**config.mk**
```make
export PLATFORM = sky130hd
export DESIGN_NAME = dda_step_flat
export DESIGN_NICKNAME = d
export VERILOG_FILES = /design/src/hw/rtl/dda_pkg.sv /design/src/hw/rtl/dda_stream_if.sv /design/src/hw/rtl/dda_step.sv /design/src/flat_wrapper.sv
export SDC_FILE = /design/constraint.sdc
export NUM_CORES = 1
export LEC_CHECK = 0
export ABC_AREA = 1
export ABC_CLOCK_PERIOD_IN_PS = 1100
export BUFFER_PORTS_ARGS = -buffer_cell sky130_fd_sc_hd__buf_2
export CAP_MARGIN = 0
export CORE_AREA = 3 3 48 50
export CTS_BUF_LIST = sky130_fd_sc_hd__clkbuf_8
export DETAILED_ROUTE_END_ITERATION = 7
export DIE_AREA = 0 0 51 53
export PLACE_DENSITY = 0.82
export REMOVE_ABC_BUFFERS = 1
export SLEW_MARGIN = 20
export SYNTH_ARGS = -nofsm -noshare
export SYNTH_HDL_FRONTEND = slang
export SYNTH_SLANG_ARGS = --single-unit
```
**constraint.sdc**
```tcl
create_clock -name i_clk -period 1.1 [get_ports i_clk]
set_input_delay 0.055 -clock i_clk [delete_from_list [all_inputs] [get_ports i_clk]]
set_output_delay 0.055 -clock i_clk [all_outputs]
set_load 0.05 [all_outputs]
```
**src/hw/rtl/dda_pkg.sv**
```systemverilog
// Shared types, constants and FSM encoding for the DDA line rasterizer.
// No dependencies; every other file in hw/rtl except dda_stream_if refers to this package.
`default_nettype none

package dda_pkg;

    localparam int COORD_W       = 6;
    localparam int TILE_SIZE_DEF = 64;
    localparam int FRAC_BITS_DEF = 16;

    typedef struct packed {
        logic [COORD_W-1:0] start_x;
        logic [COORD_W-1:0] start_y;
        logic [COORD_W-1:0] end_x;
        logic [COORD_W-1:0] end_y;
    } t_line;

    typedef struct packed {
        logic [COORD_W-1:0] pixel_x;
        logic [COORD_W-1:0] pixel_y;
        logic               last_pixel;
    } t_pixel;

    // request to the serial divider
    typedef struct packed {
        logic               start;
        logic [COORD_W-1:0] dividend;
        logic [COORD_W-1:0] divisor;
    } t_div_req;

    // control from the sequencer to the pixel stepper
    typedef struct packed {
        logic load;
        logic run;
    } t_step_ctl;

    typedef enum logic [1:0] {
        S_IDLE,
        S_DIV,
        S_EMIT
    } t_state;

endpackage

`default_nettype wire

```
**src/hw/rtl/dda_stream_if.sv**
```systemverilog
// Valid/ready stream interface used for the line and pixel channels.
// Payload type is a parameter; the types come from dda_pkg.
`default_nettype none

interface dda_stream_if #(
    parameter type t_payload = logic
);
    logic     valid;
    logic     ready;
    t_payload payload;

    modport source (output valid, output payload, input ready);
    modport sink   (input valid, input payload, output ready);
endinterface

`default_nettype wire

```
**src/hw/rtl/dda_step.sv**
```systemverilog
// Pixel stepper: two fixed-point accumulators, rounding, and the output register.
// Depends on dda_pkg and dda_stream_if.
`default_nettype none

module dda_step #(
    parameter int FRAC_BITS = dda_pkg::FRAC_BITS_DEF
) (
    input  wire logic                                  i_clk,
    input  wire logic                                  i_rst_n,
    input  wire dda_pkg::t_step_ctl                    i_ctl,
    input  wire logic [dda_pkg::COORD_W-1:0]           i_x0,
    input  wire logic [dda_pkg::COORD_W-1:0]           i_y0,
    input  wire logic [dda_pkg::COORD_W-1:0]           i_steps,
    input  wire logic [dda_pkg::COORD_W+FRAC_BITS-1:0] i_inc_x,
    input  wire logic [dda_pkg::COORD_W+FRAC_BITS-1:0] i_inc_y,
    output logic                                       o_done,
    dda_stream_if.source                               o_pix
);
    localparam int CW    = dda_pkg::COORD_W;
    localparam int ACC_W = CW + FRAC_BITS;
    localparam logic [ACC_W-1:0] HALF = ACC_W'(1) << (FRAC_BITS - 1);

    logic [ACC_W-1:0] r_acc_x, r_acc_y;
    logic [ACC_W-1:0] r_inc_x, r_inc_y;
    logic [CW-1:0]    r_cnt, r_steps;
    logic             r_out_valid;
    dda_pkg::t_pixel  r_pix;

    logic             w_fire;
    logic             w_last;
    logic [ACC_W-1:0] w_rnd_x, w_rnd_y;

    // accumulators never go negative and stay below TILE_SIZE, so no clamp is needed
    assign w_rnd_x = r_acc_x + HALF;
    assign w_rnd_y = r_acc_y + HALF;
    assign w_last  = r_cnt == r_steps;
    assign w_fire  = i_ctl.run && (!r_out_valid || o_pix.ready);

    always_ff @(posedge i_clk) begin
        if (!i_rst_n) begin
            r_out_valid <= 1'b0;
        end else if (w_fire) begin
            r_out_valid <= 1'b1;
        end else if (o_pix.ready) begin
            r_out_valid <= 1'b0;
        end
    end

    always_ff @(posedge i_clk) begin
        if (i_ctl.load) begin
            r_acc_x <= {i_x0, FRAC_BITS'(0)};
            r_acc_y <= {i_y0, FRAC_BITS'(0)};
            r_inc_x <= i_inc_x;
            r_inc_y <= i_inc_y;
            r_steps <= i_steps;
            r_cnt   <= '0;
        end else if (w_fire) begin
            r_pix.pixel_x    <= w_rnd_x[ACC_W-1:FRAC_BITS];
            r_pix.pixel_y    <= w_rnd_y[ACC_W-1:FRAC_BITS];
            r_pix.last_pixel <= w_last;
            r_acc_x          <= r_acc_x + r_inc_x;
            r_acc_y          <= r_acc_y + r_inc_y;
            r_cnt            <= r_cnt + CW'(1);
        end
    end

    assign o_done        = w_fire && w_last;
    assign o_pix.valid   = r_out_valid;
    assign o_pix.payload = r_pix;

endmodule

`default_nettype wire

```
**src/flat_wrapper.sv**
```systemverilog
// flat-port wrapper written by rule: the top's interface ports become plain ports
module dda_step_flat 
#(
    parameter int FRAC_BITS = dda_pkg::FRAC_BITS_DEF
)
  (i_clk, i_rst_n, i_ctl, i_x0, i_y0, i_steps, i_inc_x, i_inc_y, o_done, o_pix_valid, o_pix_payload, o_pix_ready);
  dda_stream_if o_pix_i ();
  input  wire logic i_clk;
  input  wire logic i_rst_n;
  input  wire dda_pkg::t_step_ctl i_ctl;
  input  wire logic [dda_pkg::COORD_W-1:0] i_x0;
  input  wire logic [dda_pkg::COORD_W-1:0] i_y0;
  input  wire logic [dda_pkg::COORD_W-1:0] i_steps;
  input  wire logic [dda_pkg::COORD_W+FRAC_BITS-1:0] i_inc_x;
  input  wire logic [dda_pkg::COORD_W+FRAC_BITS-1:0] i_inc_y;
  output logic o_done;
  output wire logic [$bits(o_pix_i.valid)-1:0] o_pix_valid;
  output wire logic [$bits(o_pix_i.payload)-1:0] o_pix_payload;
  input wire logic [$bits(o_pix_i.ready)-1:0] o_pix_ready;
  assign o_pix_valid = o_pix_i.valid;
  assign o_pix_payload = o_pix_i.payload;
  assign o_pix_i.ready = o_pix_ready;
  dda_step #(.FRAC_BITS(FRAC_BITS)) u_core (.i_clk(i_clk), .i_rst_n(i_rst_n), .i_ctl(i_ctl), .i_x0(i_x0), .i_y0(i_y0), .i_steps(i_steps), .i_inc_x(i_inc_x), .i_inc_y(i_inc_y), .o_done(o_done), .o_pix(o_pix_i));
endmodule
```
Word level (Yosys, flattened, before mapping). Index checks and enable logic that the tools add are counted.

Register bits after elaboration: 14. Bits in latches: 0. Bits in writable memories: 0. Bits in read-only memories: 0. Output and inout port bits: 3. Logic and storage cells: 15. Memories kept: 0.

$add $sub $neg: 1. Multipliers: 0. Divide/modulo/power cells: 0. Magnitude comparators: 0. Eq/ne operators: 1. Shift-type cells: 0. Muxes and demuxes: 2. Bitwise logic cells: 1. Reduce and logical (&&, ||, !) cells: 6.

Operators by type and width (count): $add A6 B1 Y6 const B (1); $eq A6 B6 Y1 (1); $logic_and A1 B1 Y1 (2); $mux W1 (2); $reduce_and A2 Y1 (1); $reduce_bool A2 Y1 (1); $logic_not A1 Y1 (1); $logic_or A1 B1 Y1 (1); $not A1 Y1 (1).

Longest topological paths before layout.
Depth after elaboration: 4. Depth in mapped cells: 6. Mapped depth without buffers: 6.

Worst setup path before layout. Ideal clock, no wire load.

Kind: flip-flop to flip-flop. From: register u_core.r_out_valid (netlist: u_core.o_pix.valid). To: register u_core.r_cnt[3]. Setup time: 0.118 ns. Arrival: 1.171 ns. Required time: 0.982 ns. Setup slack: -0.189 ns. Cell stages (with the launch flop): 6. Buffers on the path: 0. Clock period less this slack: 1.289 ns. Cells stage by stage: dfxtp_1 -> nand2_1 -> nand2_4 -> nor2_1 -> o21ai_0 -> nor2_1.

Cells in the longest elaborated chain, start to end: 3.

RTL lines: start: declaration (RTL line dda_step.sv:26) `logic r_out_valid;`; start signal: assignment (RTL line dda_step.sv:41) `r_out_valid <= 1'b0;`; start signal: assignment (RTL line dda_step.sv:43) `r_out_valid <= 1'b1;`; start signal: assignment (RTL line dda_step.sv:45) `r_out_valid <= 1'b0;`; $logic_not A1 Y1 (RTL line dda_step.sv:37) `assign w_fire = i_ctl.run && (!r_out_valid || o_pix.ready);`; $logic_or A1 B1 Y1 (RTL line dda_step.sv:37); $logic_and A1 B1 Y1 (RTL line dda_step.sv:37); end signal: assignment (RTL line dda_step.sv:63) `r_cnt <= r_cnt + CW'(1);`; end: declaration (RTL line dda_step.sv:25) `logic [CW-1:0] r_cnt, r_steps;`.

Every way passes these cells. A chain may end at the register's enable or synchronous reset.

Worst setup path in the final report.
From: register u_core.r_steps[1]. To: output o_done.

Cells in the longest elaborated chain, start to end: 2.

RTL lines: start: declaration (RTL line dda_step.sv:25); start signal: assignment (RTL line dda_step.sv:55) `r_steps <= i_steps;`; $eq A6 B6 Y1 (RTL line dda_step.sv:36) `assign w_last = r_cnt == r_steps;`; $logic_and A1 B1 Y1 (RTL line dda_step.sv:67) `assign o_done = w_fire && w_last;`; end: declaration (RTL line flat_wrapper.sv:16) `output logic o_done;`.

Every way passes these cells.

==> summary.txt <==
Place
  – Area after DPL: 836 sq um
  – Place WS: -37.5 ps
  – Post-DP HPWL: 958 microns
  – Final GP Congestion: 0.794
  – PortBufs: 13

Drt
  – Drt total wl: 1.40 mm
  – 1st-pass router iterations: 4
  – Via count: 611
  – Vias per inst: 4.27
  – Met1 WL: 568 microns
  – Remaining DRCs: 0
  – Met3 wire len: 53 microns
  – ANT nets after route: 0
  – Uppermost layer routed: met4
  – Routed wl met2: 750 microns
  – Initial drt markers: 24
  – WL per Instance: 9.77 microns

Floorplan
  – Row count: 16
  – Die X: 51 microns
  – Die height: 53 microns
  – Die area: 2700 sq um
  – Initial core utilization: 34.5%
  – IO Count: 70
  – Core area: 1940 sq um

GRT
  – Number of global-route vias before repair: 552
  – Largest net degree at the start of global routing: 10
  – Global route total overflow: 0
  – First-pass GRT wire length: 2.11 mm
  – Initial antenna violation count: 0
  – GRT Total Usage: 10.8%

Pwr
  – Pwr dens: 1230 nW/um^2
  – Static Leak: 0.462 nW
  – Max rail drop VDD: 0.00127 V

Outcome
  – Failing checks: negative setup slack
  – Status: complete, but fails checks

Clock network
  – TritonCTS clock tree: done
  – Worst skew pair latency: 250 ps
  – TritonCTS Buffers: 3
  – Sink Count: 14
  – Clk pin slew, worst setup/hold paths: 60 ps
  – Clock Root Buffer: clkbuf_8
  – Max clock buf depth: 2
  – H-tree levels: 1

Critical path
  – CP Data Required Time: 1040 ps
  – CP cell instances: xor2_1 > nor2_1 > nand3_2 > nor2_2 > buf_6
  – Crit path max-delay family: flip-flops
  – Buf+Inv Stages, Crit Path: 1
  – Kind of critical path: register to output port
  – Worst path arrival time: 1280 ps
  – CP endpoint kind: output port
  – CP Launch Type: register
  – Max stage delay on crit path: 380 ps
  – CP Max Fanout: 2
  – CP max stage cell: edfxtp_1

Logic synthesis
  – Netlist cell types: 18
  – Yosys warning count: 0
  – Mapped Cells: 83
  – Register bit count reported by yosys: 14
  – Yosys top cell area share: 31.4%
  – Post-synthesis sequential area ratio: 52.3%
  – Post-synthesis cell area: 669 sq um
  – Most common flop cell mapped by yosys: edfxtp_1
  – Top post-synthesis cells by count: nand2_1, nor2_1, inv_1
  – Post-synth EDFFs: 7
  – Top cells by area, synth: edfxtp_1, dfxtp_1, nand2_1
  – Top-count cell post-synth: nand2_1
  – Mapped Avg Cell Area: 8.06 sq um
  – Cell taking the most area after synthesis: edfxtp_1
  – Ys async rst share: 0%

Timing
  – Final WS setup: -231 ps
  – WHS: 55.9 ps
  – Clk_skew: 1.78 ps
  – RSZ-0062 raised after global routing: true
  – Final setup viols: 1
  – Fin. max-slew vios: 0
  – Slew @ Worst Pin: 243 ps
  – Tmin final: 1330 ps
  – Max frequency: 751 MHz
  – Fin. Hold Viols: 0
  – Final period util: 121%
  – Worst slew margin: 83.8%

Layout
  – Diode count: 0
  – FILL cells: 194
  – Fin area: 982 sq um
  – Ratio of cells with drive above 1 in the final layout: 35.3%
  – Area Overhead vs Synth: 46.7%
  – Layout Nets: 185

Worst hold path
  – Hold crit path type: input pin to register

Job
  – Number of max-cap violations: 0
## through the flow
step | std cells | power, mW | utilization [%] | setup TNS, ps
2_1_floorplan | 83 | 0.688 | - | -869
3_3_place_gp | 132 | 0.743 | 43.0 | -36.0
3_5_place_dp | 132 | 0.751 | 43.0 | -37.5
4_1_cts | 142 | 1.20 | 49.0 | -216
5_1_grt | 143 | 1.26 | 50.6 | -367
6_report | 143 | 1.21 | 50.6 | -231
## cell families (layout without fill, tap and decap cells)
family	Yosys count	in the layout	share of synthesized area [%]
AO/OA/AOI/OAI	9	9	7.66
XOR/XNOR	1	1	1.31
adder cells (fa/ha/maj)	1	1	1.87
buffers and inverters	14	47	7.85
flip-flops	14	14	52.3
AND/OR/NAND/NOR	44	44	29.0
## power breakdown
group	internal [mW]	total [mW]	switching, mW	leakage (nW)
Clock	0.247	0.438	0.190	0.0231
Sequential	0.581	0.602	0.0211	0.126
Combinational	0.0809	0.172	0.0911	0.312
Total	0.910	1.21	0.302	0.462
## cell usage in the layout, fill, tap and decap left out, types with 3 or more instances in the layout
master and count:
edfxtp_1 7, inv_2 4, dfxtp_1 4, clkbuf_8 3
inv_1 10, o21ai_0 3, buf_2 12, dfxtp_2 3
a21oi_1 4, nor2_1 10, nor2_2 3, buf_4 9
nand2_1 23, dlygate4sd3_1 6
## worst reg2reg max path, delay by kind of cell (launching register included)
kind,cells,cell delay [ps]
adders and majority gates,1,220
DFF,1,330
AOI/OAI and AO/OA,1,180
and+or+nand+nor,1,60
buffers and inverters,1,120
## layout make-up
cell class	instances	area, sq um	area share (%)
Tap cell	27	33.8	3.44
Multi-Input combinational cell	55	287	29.2
Clock inverter	1	3.75	0.382
Clock buffer	3	41.3	4.20
Inverter	14	52.6	5.35
Sequential cell	14	354	36.1
Timing Repair Buffer	29	210	21.4
## worst paths after layout
check	from	endpoint	slack, ps	cells after the start
worst min-delay path	i_rst_n	u_core.o_pix.valid	60	2
worst min register to register	u_core.r_cnt[1]	u_core.r_cnt[1]	540	2
worst max-delay path	u_core.r_steps[1]	o_done	-230	5
worst max register to register	u_core.r_cnt[0]	u_core.r_cnt[1]	80	4
## flip-flops by register name, summed over array words and instances, names as in the netlist
name / count
u_core.r_cnt: 6
u_core.o_pix.payload: 1
u_core.o_pix.valid: 1
u_core.r_steps: 6
## per-layer routing
layer	track usage, %	vias up
met5	0	-
met4	7.62	0
met3	2.54	2
met2	18.9	15
met1	11.4	265
li1	-	329
## timing repair
item                                   4_1_cts  5_1_grt
setup endpoints to repair                    2        5
endpoints found under the hold margin        6        0
hold buffers                                 6        0
buffers inserted                             0        1
pin swaps                                    1        3
resized for setup                            4        6
Power figures use the tool's default switching activity.
