**src/hw/rtl/dda_pkg.sv**
```systemverilog
// Shared types, constants and FSM encoding for the DDA line rasterizer.
// No dependencies; every other file in hw/rtl except dda_stream_if refers to this package.
`default_nettype none

package dda_pkg;

    localparam int COORD_W       = 6;
    localparam int TILE_SIZE_DEF = 64;
    localparam int FRAC_BITS_DEF = 16;

    typedef struct packed {
        logic [COORD_W-1:0] start_x;
        logic [COORD_W-1:0] start_y;
        logic [COORD_W-1:0] end_x;
        logic [COORD_W-1:0] end_y;
    } t_line;

    typedef struct packed {
        logic [COORD_W-1:0] pixel_x;
        logic [COORD_W-1:0] pixel_y;
        logic               last_pixel;
    } t_pixel;

    // request to the serial divider
    typedef struct packed {
        logic               start;
        logic [COORD_W-1:0] dividend;
        logic [COORD_W-1:0] divisor;
    } t_div_req;

    // control from the sequencer to the pixel stepper
    typedef struct packed {
        logic load;
        logic run;
    } t_step_ctl;

    typedef enum logic [1:0] {
        S_IDLE,
        S_DIV,
        S_EMIT
    } t_state;

endpackage

`default_nettype wire

```
**src/hw/rtl/dda_div.sv**
```systemverilog
// Serial restoring divider: (dividend << FRAC_BITS) / divisor, one quotient bit per cycle.
// Depends on dda_pkg (t_div_req, COORD_W).
`default_nettype none

module dda_div #(
    parameter int FRAC_BITS = dda_pkg::FRAC_BITS_DEF
) (
    input  wire logic                 i_clk,
    input  wire logic                 i_rst_n,
    input  wire dda_pkg::t_div_req    i_req,
    output logic                      o_done,
    output logic [FRAC_BITS-1:0]      o_quot
);
    localparam int CW    = dda_pkg::COORD_W;
    localparam int CNT_W = $clog2(FRAC_BITS);

    logic             r_busy;
    logic             r_done;
    logic [CNT_W-1:0] r_cnt;
    logic [CW-1:0]    r_rem;
    logic [CW-1:0]    r_div;
    logic [FRAC_BITS-1:0] r_quot;

    logic [CW:0] w_shift;
    logic [CW:0] w_diff;
    logic        w_ge;

    // partial remainder is CW bits wide, so the shifted value fits CW+1 bits
    assign w_shift = {r_rem, 1'b0};
    assign w_ge    = w_shift >= {1'b0, r_div};
    assign w_diff  = w_shift - {1'b0, r_div};

    always_ff @(posedge i_clk) begin
        if (!i_rst_n) begin
            r_busy <= 1'b0;
            r_done <= 1'b0;
        end else begin
            r_done <= r_busy && (r_cnt == '0);
            if (i_req.start) begin
                r_busy <= 1'b1;
            end else if (r_busy && (r_cnt == '0)) begin
                r_busy <= 1'b0;
            end
        end
    end

    always_ff @(posedge i_clk) begin
        if (i_req.start) begin
            r_cnt <= CNT_W'(FRAC_BITS - 1);
            r_rem <= i_req.dividend;
            r_div <= i_req.divisor;
        end else if (r_busy) begin
            r_cnt  <= r_cnt - CNT_W'(1);
            r_rem  <= w_ge ? w_diff[CW-1:0] : w_shift[CW-1:0];
            r_quot <= {r_quot[FRAC_BITS-2:0], w_ge};
        end
    end

    assign o_done = r_done;
    assign o_quot = r_quot;

endmodule

`default_nettype wire

```
**config.mk**
```make
export PLATFORM = sky130hd
export DESIGN_NAME = dda_div
export DESIGN_NICKNAME = d
export VERILOG_FILES = /design/src/hw/rtl/dda_pkg.sv /design/src/hw/rtl/dda_div.sv
export SDC_FILE = /design/constraint.sdc
export NUM_CORES = 1
export LEC_CHECK = 0
export BUFFER_PORTS_ARGS = -buffer_cell sky130_fd_sc_hd__buf_2
export CAP_MARGIN = 20
export CORE_MARGIN = 1
export CORE_UTILIZATION = 35
export CTS_CLUSTER_DIAMETER = 40
export DETAILED_ROUTE_END_ITERATION = 6
export SETUP_SLACK_MARGIN = 0.05
export SYNTH_ARGS = -nofsm -noshare
export SYNTH_HDL_FRONTEND = slang
export SYNTH_SLANG_ARGS = --single-unit
```
**constraint.sdc**
```tcl
create_clock -name i_clk -period 2.81 [get_ports i_clk]
set_input_delay 0.281 -clock i_clk [delete_from_list [all_inputs] [get_ports i_clk]]
set_output_delay 0.281 -clock i_clk [all_outputs]
set_load 0.05 [all_outputs]
```
# ---- After elaboration in Yosys (flattened, before gate mapping)
# Index checks and enable logic that the tools add are counted.
dict set report word_totals {
  output_inout_bits 17
  elab_cells 20
  inputBits 15
  reg_bits 34
}
dict set report op_classes {
  n_reduce_logical 5
  magnitude_cmp 1
  n_bitwise 1
  mux 5
  addsub 2
}
# op count
set ops {}
lappend ops {{$mux W6} 3}
lappend ops {{$ge A7 B6 Y1} 1}
lappend ops {{$sub A6 B6 Y6} 1}
lappend ops {{$logic_not A4 Y1} 1}
lappend ops {{$reduce_bool A2 Y1} 2}
lappend ops {{$sub A4 B1 Y4 const B} 1}
lappend ops {{$mux W1} 2}
lappend ops {{$reduce_and A2 Y1} 1}
lappend ops {{$logic_and A1 B1 Y1} 1}
lappend ops {{$not A1 Y1} 1}

# ---- Longest topological paths before layout
# Gate-level depths: netlist (run 1).
dict set report depth {
  ltp_word 4
  mapped_depth 9
  ltp_nobuf 8
}

# ---- Least setup slack after synthesis (run 1)
# OpenSTA, ideal clock, no wires.
dict set report synth_path {
  kind {reg-to-reg}
  start {register r_rem[0]}
  end {register r_rem[1], data pin}
  t_required_ns 2.550
  arrival_time_ns 1.677
  setup_ns 0.260
  path_slack_ns 0.873
  stages_incl_launch_ff 8
  n_path_buf 1
  synth_period_minus_slack_ns 1.937
  path_cell_list {edfxtp_1 -> ha_1 -> ha_1 -> o31ai_1 -> and3_1 -> buf_6 -> mux2i_1 -> mux2_2}
}
dict set report synth_via {
  elab_chain_len 4
  word_cells_on_any_way 5
  classes_between {1 x add/sub; 1 x order compare; 3 x mux}
}
# element line_no
set synth_lines {}
lappend synth_lines {{start, declared} dda_div.sv:20} ;# logic [CW-1:0] r_rem;
lappend synth_lines {{start signal, assigned} dda_div.sv:50} ;# r_rem <= i_req.dividend;
lappend synth_lines {{start signal, assigned} dda_div.sv:54} ;# r_rem <= w_ge ? w_diff[CW-1:0] : w_shift[CW-1:0];
lappend synth_lines {{$sub A6 B6 Y6 or $ge A7 B6 Y1 (tied branches)} {dda_div.sv:31, dda_div.sv:30}}
lappend synth_lines {{$mux W6 *} dda_div.sv:54}
lappend synth_lines {{$mux W6 *} dda_div.sv:52} ;# end else if (r_busy) begin
lappend synth_lines {{$mux W6 *} dda_div.sv:48} ;# if (i_req.start) begin
# Every way passes the cells marked *; elsewhere a longest branch is shown, timed or not. The select of a mux whose other input is x is not followed.
# A chain may end at the register's enable or synchronous reset.

# ---- Worst setup path in the final report (run 1)
# Same ends and word-level chain as after synthesis.

==> results of run 1 <==
critical path: stages (launching register included):
cell and delay, ns:
sky130_fd_sc_hd__edfxtp_1 0.40, sky130_fd_sc_hd__ha_1 0.33, sky130_fd_sc_hd__ha_1 0.21, sky130_fd_sc_hd__o31ai_1 0.23, sky130_fd_sc_hd__and3_1 0.37, sky130_fd_sc_hd__mux2i_1 0.14
sky130_fd_sc_hd__mux2_2 0.27
path summary, 6_finish.rpt:
path | from | end | depth (start not counted)
worst max-delay path | r_rem[0] | r_rem[1] | 6
worst min-delay path | i_req[0] | r_div[0] | 1
worst max register to register | r_rem[0] | r_rem[1] | 6
worst min register to register | o_quot[8] | o_quot[9] | 0
through the flow:
stage,area [µm²],setup slack (ns),utilization,instances
CTS,1810,0.624,0.443,202
floorplan,1510,0.873,-,116
finish,1810,0.614,0.443,202
global placement,1710,0.731,0.419,194
global route,1810,0.513,0.443,202
detailed placement,1710,0.649,0.419,194
kinds of logic (layout without fill, tap and decap cells):
| group | Yosys count | after routing | synth area share |
|---|---|---|---|
| adders and majority gates | 9 | 9 | 0.0794 |
| muxes | 3 | 3 | 0.0207 |
| and+or+nand+nor | 32 | 32 | 0.114 |
| xor gates and xnor gates | 5 | 5 | 0.0290 |
| DFF | 34 | 34 | 0.635 |
| AOI/OAI and AO/OA | 19 | 19 | 0.0794 |
| buffers and inverters | 14 | 50 | 0.0422 |
power by group through the flow:
| stage | sequential [mW] | clock, mW | combinational (mW) |
|---|---|---|---|
| detailed placement | 0.625 | 0 | 0.252 |
| global route | 0.619 | 0.401 | 0.282 |
| finish | 0.613 | 0.370 | 0.253 |
| global placement | 0.624 | 0 | 0.245 |
| CTS | 0.614 | 0.383 | 0.253 |
| floorplan | 0.647 | 0 | 0.182 |
sequential cells by signal, summed over array words and instances (netlist names):
| register | count |
|---|---|
| o_quot | 16 |
| r_cnt | 4 |
| r_busy | 1 |
| r_div | 6 |
| o_done | 1 |
| r_rem | 6 |
metal layers:
| metal | routed length, µm | part of all wire | global-route usage |
|---|---|---|---|
| met5 | 0 | 0 | 0 |
| met2 | 1100 | 0.44 | 0.170 |
| met3 | 130 | 0.052 | 0.0524 |
| met4 | 75 | 0.030 | 0.0931 |
| met1 | 1190 | 0.48 | 0.146 |
cell usage in the layout, fill, tap and decap left out, types with 2 or more instances in the layout:
cell type / Yosys / final
sky130_fd_sc_hd__or2_2: 2 / 2
sky130_fd_sc_hd__a21oi_1: 9 / 9
sky130_fd_sc_hd__inv_1: 9 / 9
sky130_fd_sc_hd__xor2_1: 3 / 3
sky130_fd_sc_hd__nor2_1: 6 / 6
sky130_fd_sc_hd__and3_1: 3 / 3
sky130_fd_sc_hd__xnor2_1: 2 / 2
sky130_fd_sc_hd__nor2b_1: 5 / 5
sky130_fd_sc_hd__o31ai_1: 2 / 2
sky130_fd_sc_hd__nand2_1: 6 / 6
sky130_fd_sc_hd__nand3_1: 2 / 2
sky130_fd_sc_hd__nand2b_1: 4 / 4
sky130_fd_sc_hd__mux2i_1: 2 / 2
sky130_fd_sc_hd__edfxtp_1: 28 / 28
sky130_fd_sc_hd__clkbuf_8: 0 / 6
sky130_fd_sc_hd__o21ai_0: 2 / 2
sky130_fd_sc_hd__ha_1: 8 / 8
sky130_fd_sc_hd__dfxtp_1: 6 / 6
sky130_fd_sc_hd__buf_2: 1 / 31
final cells by class:
| class | instances | area, µm² |
|---|---|---|
| Multi-Input combinational cell | 68 | 488 |
| Clock buffer | 6 | 82.6 |
| Timing Repair Buffer | 32 | 163 |
| Tap cell | 50 | 62.6 |
| Sequential cell | 34 | 961 |
| Fill cell | 396 | 2280 |
| Inverter | 10 | 40.0 |
| Clock inverter | 2 | 12.5 |
==> flow_results.xml, run 1 <==
<?xml version="1.0" encoding="UTF-8"?>
<metrics>
  <group name="outcome">
    <metric name="status" unit="">finished, final reports clean</metric>
  </group>
  <group name="drt">
    <metric name="ant_nets" unit="">0</metric>
    <metric name="drc" unit="">0</metric>
    <metric name="wire_per_inst" unit="µm">12.4</metric>
    <metric name="avgViaCountPerCell" unit="">4.66</metric>
    <metric name="first_iter_violations" unit="">62</metric>
    <metric name="route.final.wire_length" unit="mm">2.50</metric>
    <metric name="pre_repair_dr_iteration_count" unit="">4</metric>
    <metric name="via_count" unit="">941</metric>
  </group>
  <group name="hold_path">
    <metric name="min_path_type" unit="">primary input to register</metric>
  </group>
  <group name="placed_design">
    <metric name="gp_congestion" unit="">0.814</metric>
    <metric name="portBuffers" unit="">31</metric>
    <metric name="place.detailed.hpwl" unit="mm">1.82</metric>
  </group>
  <group name="clock_tree">
    <metric name="post_cts_buffers" unit="">0</metric>
    <metric name="cts-root-to-sink-buffers" unit="">2</metric>
    <metric name="clk_transition_reported_paths" unit="ns">0.07</metric>
    <metric name="holdBufCountCts" unit="">0</metric>
    <metric name="cts_root_buf" unit="">sky130_fd_sc_hd__clkbuf_8</metric>
    <metric name="post_cts_resize_count" unit="">0</metric>
    <metric name="cts_sinks" unit="">34</metric>
    <metric name="worst_skew_pair.late_latency" unit="ns">0.28</metric>
    <metric name="tritoncts" unit="">built</metric>
    <metric name="numCtsBuffers" unit="">5</metric>
    <metric name="cts_htree_levels" unit="">2</metric>
  </group>
  <group name="synthesis">
    <metric name="ffs_w_async_s_r_synth" unit="">0</metric>
    <metric name="yosys_warnings" unit="">0</metric>
    <metric name="synth_fp_nets" unit="">140</metric>
    <metric name="count_of_different_cell_masters_after_synthesis" unit="">33</metric>
    <metric name="seq_area_frac_synth" unit="">0.635</metric>
    <metric name="synth_largest_type_area_fraction" unit="">0.556</metric>
    <metric name="post-synth-top-count-cell" unit="">sky130_fd_sc_hd__edfxtp_1</metric>
    <metric name="netlist.top_cell.by_area" unit="">sky130_fd_sc_hd__edfxtp_1</metric>
    <metric name="postSynthAreaPerCell" unit="µm²">13.0</metric>
    <metric name="netlist_instances" unit="">116</metric>
    <metric name="syn_area" unit="µm²">1510</metric>
    <metric name="synth-edff-count" unit="">28</metric>
    <metric name="ys_top_cells_by_area" unit="">sky130_fd_sc_hd__edfxtp_1 (56%), sky130_fd_sc_hd__dfxtp_1 (7.9%), sky130_fd_sc_hd__ha_1 (6.6%)</metric>
    <metric name="ys_seq_elements" unit="">34</metric>
    <metric name="ys_dominant_reg_cell" unit="">sky130_fd_sc_hd__edfxtp_1</metric>
    <metric name="synth_commonest_cells" unit="">sky130_fd_sc_hd__edfxtp_1 (28), sky130_fd_sc_hd__a21oi_1 (9), sky130_fd_sc_hd__inv_1 (9)</metric>
  </group>
  <group name="global_routing">
    <metric name="grt_pass1_wl" unit="mm">3.82</metric>
    <metric name="grt_util_all_layers" unit="">0.122</metric>
    <metric name="pin_count_of_the_biggest_net_entering_global_routing" unit="">26</metric>
    <metric name="antenna_found_initial" unit="">0</metric>
    <metric name="grt_overflow_total" unit="">0</metric>
    <metric name="grt_pass1_vias" unit="">861</metric>
  </group>
  <group name="sta">
    <metric name="hold_viol" unit="">0</metric>
    <metric name="finalCritPeriodShare" unit="">0.782</metric>
    <metric name="grt_setup_unrepaired" unit="">no</metric>
    <metric name="fmax" unit="MHz">455</metric>
    <metric name="max_slew_margin" unit="">0.715</metric>
    <metric name="worst_slew_pin_slew" unit="ns">0.427</metric>
    <metric name="hold_slack" unit="ns">0.169</metric>
    <metric name="setup-violations-final" unit="">0</metric>
    <metric name="setup-tns-final" unit="ns">0</metric>
    <metric name="worst_clock_skew" unit="ns">0.00647</metric>
    <metric name="slew_viol_final" unit="">0</metric>
    <metric name="final_critical_path_time_including_i_o_delays_and_setup" unit="ns">2.20</metric>
  </group>
  <group name="pwr">
    <metric name="peak_vdd_ir" unit="µV">397</metric>
    <metric name="swShare" unit="">0.277</metric>
    <metric name="power.density" unit="nW/µm²">684</metric>
    <metric name="p_sw" unit="µW">343</metric>
    <metric name="pwr-share-comb" unit="">0.205</metric>
    <metric name="fin_total_pwr" unit="mW">1.24</metric>
    <metric name="share_seq_of_total_power" unit="">0.496</metric>
    <metric name="p_leak" unit="nW">0.776</metric>
    <metric name="power_report.internal_total" unit="µW">894</metric>
    <metric name="power.clock.fraction" unit="">0.299</metric>
  </group>
  <group name="worst_setup_path">
    <metric name="worstPathRequired" unit="ns">2.84</metric>
    <metric name="critical_path_class" unit="">register to register</metric>
    <metric name="critical_path_peak_fanout" unit="">6</metric>
    <metric name="worst-endpoint-arrival" unit="ns">2.23</metric>
    <metric name="setup.reg_to_reg.worst_slack" unit="ns">0.61</metric>
    <metric name="endpoint_class_of_the_critical_path" unit="">register</metric>
    <metric name="worstSetupStartpointType" unit="">register</metric>
  </group>
  <group name="floorplanning">
    <metric name="die_height" unit="µm">67.7</metric>
    <metric name="die_span_in_x" unit="µm">67.7</metric>
    <metric name="num_io_pins" unit="">32</metric>
    <metric name="floorplan.die_area" unit="µm²">4590</metric>
    <metric name="core_region_area" unit="µm²">4090</metric>
    <metric name="rows" unit="">23</metric>
    <metric name="floorplan.initialDensity" unit="">0.370</metric>
  </group>
  <group name="layout">
    <metric name="final_net_count" unit="">175</metric>
    <metric name="layout-drive-gt1-share" unit="">0.296</metric>
    <metric name="area_growth" unit="%">19.6</metric>
    <metric name="num_antenna_cells" unit="">0</metric>
  </group>
  <group name="run">
    <metric name="maxCapViolCount" unit="">0</metric>
  </group>
</metrics>
Power figures use the tool's default switching activity.
==> run 2, diff against run 1 <==
Settings changed: ABC_AREA set to 1.
Clock period 2.81 ns to 2.2 ns, I/O delays scaled along.
==> flow_results.xml, run 2 <==
<?xml version="1.0" encoding="UTF-8"?>
<metrics>
  <group name="worst_setup_path">
    <metric name="endpoint_class_of_the_critical_path" unit="">register</metric>
    <metric name="critical_path_class" unit="">register to register</metric>
    <metric name="worstPathRequired" unit="ns">2.24</metric>
    <metric name="worst-endpoint-arrival" unit="ns">1.90</metric>
    <metric name="critical_path_peak_fanout" unit="">7</metric>
    <metric name="worstSetupStartpointType" unit="">register</metric>
  </group>
  <group name="synthesis">
    <metric name="netlist.top_cell.by_area" unit="">sky130_fd_sc_hd__edfxtp_1</metric>
    <metric name="ys_top_cells_by_area" unit="">sky130_fd_sc_hd__edfxtp_1 (54%), sky130_fd_sc_hd__nand2_1 (8.1%), sky130_fd_sc_hd__dfxtp_1 (7.7%)</metric>
    <metric name="synth-edff-count" unit="">28</metric>
    <metric name="synth_commonest_cells" unit="">sky130_fd_sc_hd__nand2_1 (34), sky130_fd_sc_hd__edfxtp_1 (28), sky130_fd_sc_hd__inv_1 (25)</metric>
    <metric name="postSynthAreaPerCell" unit="µm²">10.7</metric>
    <metric name="count_of_different_cell_masters_after_synthesis" unit="">22</metric>
    <metric name="synth_fp_nets" unit="">171</metric>
    <metric name="yosys_warnings" unit="">0</metric>
    <metric name="ffs_w_async_s_r_synth" unit="">0</metric>
    <metric name="post-synth-top-count-cell" unit="">sky130_fd_sc_hd__nand2_1</metric>
    <metric name="syn_area" unit="µm²">1570</metric>
    <metric name="ys_dominant_reg_cell" unit="">sky130_fd_sc_hd__edfxtp_1</metric>
    <metric name="ys_seq_elements" unit="">34</metric>
    <metric name="synth_largest_type_area_fraction" unit="">0.537</metric>
    <metric name="netlist_instances" unit="">147</metric>
    <metric name="seq_area_frac_synth" unit="">0.613</metric>
  </group>
  <group name="clock_tree">
    <metric name="cts_htree_levels" unit="">2</metric>
    <metric name="tritoncts" unit="">built</metric>
    <metric name="cts_root_buf" unit="">sky130_fd_sc_hd__clkbuf_8</metric>
    <metric name="post_cts_resize_count" unit="">0</metric>
    <metric name="worst_skew_pair.late_latency" unit="ns">0.29</metric>
    <metric name="cts_sinks" unit="">34</metric>
    <metric name="post_cts_buffers" unit="">0</metric>
    <metric name="numCtsBuffers" unit="">5</metric>
    <metric name="holdBufCountCts" unit="">0</metric>
    <metric name="cts-root-to-sink-buffers" unit="">2</metric>
    <metric name="clk_transition_reported_paths" unit="ns">0.07</metric>
  </group>
  <group name="sta">
    <metric name="fmax" unit="MHz">536</metric>
    <metric name="final_critical_path_setup_slack" unit="ns">0.334</metric>
    <metric name="finalCritPeriodShare" unit="">0.848</metric>
    <metric name="grt_setup_unrepaired" unit="">no</metric>
    <metric name="setup-tns-final" unit="ns">0</metric>
    <metric name="worst_clock_skew" unit="ns">0.00387</metric>
    <metric name="setup-violations-final" unit="">0</metric>
    <metric name="slew_viol_final" unit="">0</metric>
    <metric name="hold_viol" unit="">0</metric>
    <metric name="worst_slew_pin_slew" unit="ns">0.370</metric>
    <metric name="final_critical_path_time_including_i_o_delays_and_setup" unit="ns">1.87</metric>
    <metric name="hold_slack" unit="ns">0.104</metric>
    <metric name="max_slew_margin" unit="">0.753</metric>
  </group>
  <group name="floorplanning">
    <metric name="core_region_area" unit="µm²">4140</metric>
    <metric name="floorplan.initialDensity" unit="">0.378</metric>
    <metric name="die_height" unit="µm">68.9</metric>
    <metric name="die_span_in_x" unit="µm">68.9</metric>
    <metric name="num_io_pins" unit="">32</metric>
    <metric name="rows" unit="">23</metric>
    <metric name="floorplan.die_area" unit="µm²">4750</metric>
  </group>
  <group name="global_routing">
    <metric name="grt_overflow_total" unit="">0</metric>
    <metric name="pin_count_of_the_biggest_net_entering_global_routing" unit="">18</metric>
    <metric name="grt_pass1_wl" unit="mm">4.89</metric>
    <metric name="grt_util_all_layers" unit="">0.149</metric>
    <metric name="grt_pass1_vias" unit="">1047</metric>
    <metric name="antenna_found_initial" unit="">0</metric>
  </group>
  <group name="drt">
    <metric name="pre_repair_dr_iteration_count" unit="">6</metric>
    <metric name="ant_nets" unit="">0</metric>
    <metric name="first_iter_violations" unit="">40</metric>
    <metric name="via_count" unit="">1108</metric>
    <metric name="drc" unit="">0</metric>
    <metric name="avgViaCountPerCell" unit="">4.69</metric>
    <metric name="wire_per_inst" unit="µm">13.2</metric>
    <metric name="route.final.wire_length" unit="mm">3.11</metric>
  </group>
  <group name="placed_design">
    <metric name="portBuffers" unit="">31</metric>
    <metric name="place.detailed.instances" unit="">228</metric>
    <metric name="place.detailed.hpwl" unit="mm">2.24</metric>
    <metric name="pre_cts_ws" unit="ns">0.396</metric>
    <metric name="placedInstanceArea" unit="µm²">1790</metric>
    <metric name="gp_congestion" unit="">0.843</metric>
  </group>
  <group name="layout">
    <metric name="finish.cell_count_without_fillers" unit="">236</metric>
    <metric name="layout.filler_cells" unit="">411</metric>
    <metric name="num_antenna_cells" unit="">0</metric>
    <metric name="layout-drive-gt1-share" unit="">0.242</metric>
    <metric name="area_growth" unit="%">22.9</metric>
    <metric name="layout.cells.most_common" unit="">sky130_fd_sc_hd__nand2_1</metric>
    <metric name="utilization" unit="">0.465</metric>
    <metric name="largest_register_ffs" unit="">16</metric>
    <metric name="layout_common_cells" unit="">sky130_fd_sc_hd__nand2_1 (34), sky130_fd_sc_hd__buf_2 (31), sky130_fd_sc_hd__edfxtp_1 (28)</metric>
    <metric name="final_design_area_no_fill" unit="µm²">1930</metric>
    <metric name="final_net_count" unit="">209</metric>
  </group>
  <group name="run">
    <metric name="maxCapViolCount" unit="">0</metric>
  </group>
  <group name="hold_path">
    <metric name="min_path_type" unit="">primary input to register</metric>
  </group>
  <group name="pwr">
    <metric name="p_leak" unit="nW">0.901</metric>
    <metric name="power.density" unit="nW/µm²">954</metric>
    <metric name="fin_total_pwr" unit="mW">1.84</metric>
    <metric name="peak_vdd_ir" unit="µV">505</metric>
  </group>
  <group name="outcome">
    <metric name="status" unit="">finished, final reports clean</metric>
  </group>
</metrics>
## run 2: path summary, 6_finish.rpt
kind / cells after the start / from / endpoint / slack [ns]
hold / removal: 1 / i_req[5] / r_div[5] / 0.10
setup reg to reg: 8 / r_rem[1] / r_rem[2] / 0.33
hold reg to reg: 0 / o_quot[6] / o_quot[7] / 0.45
setup / recovery: 8 / r_rem[1] / r_rem[2] / 0.33
## run 2: per-layer routing
| layer | track usage | routed length (µm) |
|---|---|---|
| met4 | 0.0689 | 66 |
| met3 | 0.0526 | 170 |
| met5 | 0 | 0 |
| met1 | 0.194 | 1460 |
| met2 | 0.220 | 1410 |
## run 2: layout make-up
type / count / area [µm²] / share of cell area
flip-flops and latches: 34 / 961 / 0.499
clock buffers: 5 / 68.8 / 0.0357
well taps: 50 / 62.6 / 0.0325
inverters: 25 / 93.8 / 0.0487
clock inverters: 3 / 68.8 / 0.0357
repair buffers: 32 / 163 / 0.0845
multi-input cells: 87 / 508 / 0.264
## run 2: cell families (layout without fill, tap and decap cells)
family                     count (synthesis)  after routing  share of synthesized area
AOI/OAI and AO/OA                          9              9                     0.0415
xor gates and xnor gates                   2              2                     0.0112
adders and majority gates                  9              9                     0.0767
buffers and inverters                     26             65                     0.0623
DFF                                       34             34                      0.613
and+or+nand+nor                           67             67                      0.195
## run 2: report_power, final
part	total [mW]	switching [mW]	internal (mW)
registers	0.779	0.0262	0.753
clock network	0.698	0.244	0.454
logic	0.361	0.234	0.127
total	1.84	0.504	1.33
## run 2: worst max-delay path, stage by stage, from the launching register on
cell	delay [ns]
sky130_fd_sc_hd__edfxtp_1	0.40
sky130_fd_sc_hd__ha_1	0.40
sky130_fd_sc_hd__nand2_1	0.08
sky130_fd_sc_hd__inv_1	0.07
sky130_fd_sc_hd__nand3_1	0.24
sky130_fd_sc_hd__nand3_4	0.22
sky130_fd_sc_hd__nand2_1	0.07
sky130_fd_sc_hd__nand3_1	0.06
sky130_fd_sc_hd__nand2_1	0.08
